--- src/hw/rtl/spf_pkg.sv ---
// Shared types and constants of the smallest-prime-factor sieve and factorizer.
// No dependencies; every other file of the block imports this package.
`timescale 1ns / 1ps
`default_nettype none

package spf_pkg;

    // Fixed field widths of the command, result and configuration transfers
    localparam int VALUE_W  = 17;
    localparam int COUNT_W  = 14;
    localparam int STATUS_W = 2;
    localparam int CFG_W    = 17;

    // Default sizes of the table and of the prime list
    localparam int DEF_MAX_LIMIT  = 65536;
    localparam int DEF_MAX_PRIMES = 8192;

    // Smallest usable limit, reset limit and the cap on results per query
    localparam int              MIN_LIMIT  = 2;
    localparam logic [CFG_W-1:0] CFG_RESET = 17'd65536;
    localparam int              RESULT_CAP = 16;

    // Command codes
    localparam logic CMD_BUILD = 1'b0;
    localparam logic CMD_QUERY = 1'b1;

    // Status codes
    localparam logic [STATUS_W-1:0] ST_OK        = 2'd0;
    localparam logic [STATUS_W-1:0] ST_RANGE     = 2'd1;
    localparam logic [STATUS_W-1:0] ST_NOT_BUILT = 2'd2;

    typedef struct packed {
        logic               command;
        logic [VALUE_W-1:0] value;
    } t_cmd_item;

    typedef struct packed {
        logic [VALUE_W-1:0]  factor;
        logic [COUNT_W-1:0]  prime_count;
        logic [STATUS_W-1:0] status;
        logic                last;
    } t_res_item;

endpackage

`default_nettype wire

--- src/hw/rtl/spf_factor.sv ---
// Factor walker: follows smallest-factor and cofactor entries of the table and
// emits one result per prime factor, up to RESULT_CAP results. Depends on spf_pkg.
`timescale 1ns / 1ps
`default_nettype none

module spf_factor #(
    parameter int MAX_LIMIT = spf_pkg::DEF_MAX_LIMIT,
    localparam int AW = $clog2(MAX_LIMIT + 1)
) (
    input  wire logic          i_clk,
    input  wire logic          i_rst_n,
    input  wire logic          i_start,
    input  wire logic [AW-1:0] i_value,
    output logic               o_busy,
    output logic               o_tbl_re,
    output logic [AW-1:0]      o_tbl_raddr,
    input  wire logic [AW-1:0] i_tbl_rspf,
    input  wire logic [AW-1:0] i_tbl_rcof,
    output logic               o_res_valid,
    output spf_pkg::t_res_item o_res
);
    import spf_pkg::*;

    localparam int KW = $clog2(RESULT_CAP);

    localparam logic [1:0] F_IDLE = 2'd0;
    localparam logic [1:0] F_RD   = 2'd1;
    localparam logic [1:0] F_USE  = 2'd2;

    logic [1:0]    r_state, n_state;
    logic [AW-1:0] r_n, n_n;
    logic [KW-1:0] r_k, n_k;
    logic          w_bad;
    logic [AW-1:0] w_c;
    logic [AW-1:0] w_q;
    logic          w_last;

    // Take an entry as the remaining value itself when it cannot be a factor
    assign w_bad  = (i_tbl_rspf < AW'(MIN_LIMIT)) || (i_tbl_rspf > r_n);
    assign w_c    = w_bad ? r_n : i_tbl_rspf;
    assign w_q    = w_bad ? AW'(1) : i_tbl_rcof;
    assign w_last = (w_q <= AW'(1)) || (r_k == KW'(RESULT_CAP - 1));

    // Alternate lookup and emit
    always_comb begin
        n_state     = r_state;
        n_n         = r_n;
        n_k         = r_k;
        o_tbl_re    = 1'b0;
        o_tbl_raddr = r_n;
        o_res_valid = 1'b0;
        o_res       = '{VALUE_W'(w_c), COUNT_W'(0), ST_OK, w_last};
        unique case (r_state)
            F_IDLE: begin
                if (i_start) begin
                    n_n     = i_value;
                    n_k     = '0;
                    n_state = F_RD;
                end
            end
            F_RD: begin
                o_tbl_re = 1'b1;
                n_state  = F_USE;
            end
            F_USE: begin
                o_res_valid = 1'b1;
                n_n         = w_q;
                n_k         = r_k + KW'(1);
                n_state     = w_last ? F_IDLE : F_RD;
            end
            default: n_state = F_IDLE;
        endcase
    end

    always_ff @(posedge i_clk) begin
        if (!i_rst_n) begin
            r_state <= F_IDLE;
        end else begin
            r_state <= n_state;
        end
        r_n <= n_n;
        r_k <= n_k;
    end

    assign o_busy = (r_state != F_IDLE);

endmodule

`default_nettype wire

--- config.mk ---
export PLATFORM = sky130hd
export DESIGN_NAME = spf_factor
export DESIGN_NICKNAME = d
export VERILOG_FILES = /design/src/hw/rtl/spf_pkg.sv /design/src/hw/rtl/spf_factor.sv
export SDC_FILE = /design/constraint.sdc
export NUM_CORES = 1
export LEC_CHECK = 0
export ABC_AREA = 0
export BUFFER_PORTS_ARGS = -buffer_cell sky130_fd_sc_hd__buf_4
export CAP_MARGIN = 30
export CORE_MARGIN = 4
export CORE_UTILIZATION = 45
export CTS_CLUSTER_SIZE = 14
export DETAILED_ROUTE_END_ITERATION = 12
export MAX_ROUTING_LAYER = met4
export PLACE_DENSITY = 0.79
export SLEW_MARGIN = 10
export SYNTH_ARGS = -nofsm -noshare
export SYNTH_HDL_FRONTEND = slang
export SYNTH_SLANG_ARGS = --single-unit
--- constraint.sdc ---
create_clock -name i_clk -period 3.8 [get_ports i_clk]
set_input_delay 0.76 -clock i_clk [delete_from_list [all_inputs] [get_ports i_clk]]
set_output_delay 0.76 -clock i_clk [all_outputs]
set_load 0.005 [all_outputs]
### After elaboration in Yosys (flattened, before gate mapping)

Index checks and enable logic that the tools add are counted.

| word-level totals | value |
|---|---|
| memory bits (read-only) | 0 |
| memory bits (writable) | 0 |
| latch bits | 0 |
| bits in registers | 23 |
| memories | 0 |
| input port bits | 54 |
| logic and storage cells | 28 |

| cells by class | value |
|---|---|
| reduce and logical (&&, ||, !) cells | 6 |
| eq/ne operators | 4 |
| shift operators | 0 |
| divide/modulo/power cells | 0 |
| magnitude comparators | 3 |
| $mul | 0 |
| bitwise operators | 0 |
| add/subtract/negate cells | 1 |
| muxes and demuxes | 11 |

Operator list:

| kind | count |
|---|---|
| two-way mux 17 bit | 3 |
| one-hot mux 17 bit (2 select lines) | 1 |
| > comparator 17 bit | 1 |
| less-or-equal comparator 17 x 1 -> 1 bit (second input constant) | 1 |
| < comparator 17 x 2 -> 1 bit (second input constant) | 1 |
| one-hot mux 4 bit (2 select lines) | 1 |
| one-hot mux 2 bit (3 select lines) | 1 |
| adder 4 x 1 -> 4 bit (second input constant) | 1 |
| equality test 4 bit (second input constant) | 1 |
| two-way mux 4 bit | 1 |
| nonzero test 2 bit | 2 |
| two-way mux 1 bit | 3 |
| equality test 2 x 1 -> 1 bit (second input constant) | 1 |
| equality test 2 bit (second input constant) | 1 |
| logical NOT 2 bit | 1 |
| logical OR 1 bit | 2 |
| two-way mux 2 bit | 1 |
| != test 2 bit (second input constant) | 1 |
| AND reduction 2 bit | 1 |

### Longest topological paths before layout

| depth | value |
|---|---|
| depth after elaboration | 7 |
| depth in mapped cells | 9 |

### Worst setup path before layout

OpenSTA, ideal clock, no wires.

| timing path | value |
|---|---|
| path kind | input to output |
| start | in i_tbl_rspf[12] |
| end | out o_res[0] in the netlist's numbering |
| buffers on the path | 2 |
| data required time | 3.040 ns |
| arrival | 2.545 ns |
| path slack | 0.495 ns |
| stages | 8 |
| cell sequence | ha_1 -> a21oi_1 -> o21a_1 -> a2bb2oi_1 -> a31oi_4 -> buf_6 -> or2_2 -> buf_4 |

| between the ends | value |
|---|---|
| cells in the longest elaborated chain, start to end | 5 |
| elaborated cells on any way between the ends | 6 |
| those cells by class | order compare: 3; mux: 1; reduce/logical: 2 |

RTL lines:

| element | line | RTL |
|---|---|---|
| start, declared | spf_factor.sv:17 | `input wire logic [AW-1:0] i_tbl_rspf,` |
| < comparator 17 x 2 -> 1 bit or > comparator 17 bit (tied branches) | spf_factor.sv:39 | `assign w_bad = (i_tbl_rspf < AW'(MIN_LIMIT)) \|\| (i_tbl_rspf > r_n);` |
| logical OR 1 bit (*) | spf_factor.sv:39 |  |
| two-way mux 17 bit (*) | spf_factor.sv:41 | `assign w_q = w_bad ? AW'(1) : i_tbl_rcof;` |
| less-or-equal comparator 17 x 1 -> 1 bit (*) | spf_factor.sv:42 | `assign w_last = (w_q <= AW'(1)) \|\| (r_k == KW'(RESULT_CAP - 1));` |
| logical OR 1 bit (*) | spf_factor.sv:42 |  |
| end, declared | spf_factor.sv:20 | `output spf_pkg::t_res_item o_res` |

Mark *: on every way between the ends. The rest lies on a longest branch, timed or not.

==> results.toml <==
[worst_setup_path]
cp-startpoint = "i_tbl_rspf[12]"
end_kind = "output port"
required_ns = 3.04
worstSetupStartpointType = "primary input"
cp_max_fo = 18
r2r_start = "o_tbl_raddr[12]"
arrival_ns = 2.79
path_class = "in -> out"

[global_routing]
antenna_found_initial = 0
gr-total-overflow = 0
grt_pass1_vias = 1771
grt_max_degree = 23
grt_use_total = 0.1863
grt_pass1_wl_mm = 7.900

[sta]
slew_headroom = 0.3811
slew_violations = 0
fin_worst_skew_ns = 0.003177
worst_pin_slew_ns = 0.9284
post-route-period-util = 0.9331
hold_viol = 0
tns_ns = 0
min_period_ns = 3.546
rsz0062_at_grt = "false"
finalSetupViolCount = 0
fmax_mhz = 282.0

[floorplanning]
num_rows = 23
die-area_mm2 = 0.005496
ioPinCount = 108
initial_utilization = 0.4783
core-area_mm2 = 0.004115
die_height_um = 74.14
die-width_um = 74.14

[clock_tree]
clkTransAtPathRegs_ns = 0.08
cts_tree = "yes"
post_cts_buffers = 0
clk-insertion-delay-late_ns = 0.25
root_buffer = "clkbuf_8"
cts_buffer_depth = 2
htree_levels = 1
cts_hold_buf = 0
clkSinkCount = 23
cts_resized = 0
cts_buffers = 3

[power]
vdd_drop_max_v = 0.0001744
p_int_mw = 0.5624
power.leakage_nw = 1.287
comb_power_share = 0.401
switching_share = 0.2851
power_density_mw_per_mm2 = 291.6
clkPwrFrac = 0.185
power_frac_seq = 0.414
power_mw = 0.7867
switchingPower_mw = 0.2243

[yosys]
synth_edf_count = 21
async_reset_ff_frac = 0
yosys_warnings = 0
ys_seq_elements = 23
synth_cells = 209
ys_types = 38
yosysTopAreaCell = "edfxtp_1"
yosys.area.top_type_share = 0.3204
syn_area_per_cell_um2 = 9.417
ys.flop_type = "edfxtp_1"
synth.cell_area_mm2 = 0.001968
ys_seq_area_frac = 0.3408
synthTopCellsByArea = "edfxtp_1, ha_1, nor2_1, mux2_4, buf_4"

[run]
drv_cap = 0

[placement]
port_buffers = 91
dp_cells = 347
place_congestion = 0.8163
place_hpwl_mm = 4.231

[route]
wl_per_cell_um = 14.41
drt-met1-wl_mm = 2.012
drtPass1Iterations = 4
wl_mm = 5.059
wl_met2_mm = 2.541
ant_nets = 0
drtIter0Drc = 46
vias = 1802
top_layer = "met4"
via_per_inst = 5.134
post-route-drc-count = 0
wl_met3_um = 463

[layout]
post_layout_nonfiller_instances = 351
n_antenna_cell = 0
final_cell_mix = "buf_4, nor2_1, edfxtp_1"
nets = 374
syn2layout_area_growth_pct = 37.06
drive_gt1_frac = 0.4153
layout.cells.most_common = "buf_4"

[hold_path]
hold_start = "r_state[1]"
hp-class = "reg -> reg"

[status]
outcome = "finished clean"
==> cell families after synthesis <==
| family | synth area share |
|---|---|
| compound gates | 0.07374 |
| xor+xnor | 0.008902 |
| fa+ha+maj | 0.1144 |
| buf+inv | 0.1201 |
| flops | 0.3407 |
| mux | 0.1144 |
| other cells | 0.001905 |
| simple gates | 0.2257 |
==> layout make-up <==
type                       instances  area [um^2]
tap                               50        62.56
sequential                        23        670.6
clock inverter                     1        5.005
clock buffer                       3        41.29
fill                             360         1418
multi-input combinational        159         1117
timing repair buffer              95        725.7
inverter                          20        75.07
==> stage by stage <==
| stage | setup WS (ns) | area (um^2) | util | hold slack (ns) |
|---|---|---|---|---|
| final | 0.2541 | 2698 | 0.6555 | 0.5696 |
| after global routing | 0.1129 | 2698 | 0.6555 | 0.6208 |
| after detailed placement | 0.2650 | 2651 | 0.6443 | 0.5434 |
| after CTS | 0.2566 | 2698 | 0.6555 | 0.5629 |
| after floorplan | 0.4953 | 2024 | - | 0.4934 |
| after global placement | 0.3080 | 2651 | 0.6443 | 0.5366 |
==> synth_stat cells (3+ instances only) <==
master	number
a21oi_1	6
buf_4	17
clkbuf_1	3
edfxtp_1	21
ha_1	18
inv_1	19
mux2_2	8
mux2_4	9
nand2_1	7
nand4_1	4
nor2_1	39
nor3_1	17
nor4_1	8
o21ai_0	3
==> registers in the layout (all words and copies together) (netlist names) <==
name,count
o_tbl_raddr,17
r_k,4
r_state,2
==> layer usage <==
layer | track usage | vias to the layer above
met2 | 0.3268 | 70
met1 | 0.2265 | 838
li1 | - | 888
met4 | 0.02817 | 0
met3 | 0.03514 | 6
met5 | - | -
==> power by group through the flow <==
stage | registers (mW) | clock network, mW | logic, mW
global placement | 0.330 | 0 | 0.311
floorplan | 0.327 | 0 | 0.175
finish | 0.325 | 0.145 | 0.316
global route | 0.329 | 0.159 | 0.349
detailed placement | 0.331 | 0 | 0.317
CTS | 0.325 | 0.147 | 0.319
==> worst max-delay path, cell delays in order <==
cell     delay [ns]
buf_4          0.12
ha_1           0.30
nand4_1        0.17
nor4_2         0.37
a22oi_2        0.17
a31oi_4        0.22
buf_12         0.19
mux2_2         0.35
buf_4          0.13
==> worst paths after layout <==
check	slack [ns]	cells past startpoint	to
max	0.25	9	o_res[22]
min	0.57	1	r_state[0]
max reg2reg	1.17	7	o_tbl_raddr[16]
min reg2reg	0.57	1	r_state[0]
(Power assumes the default switching activity.)
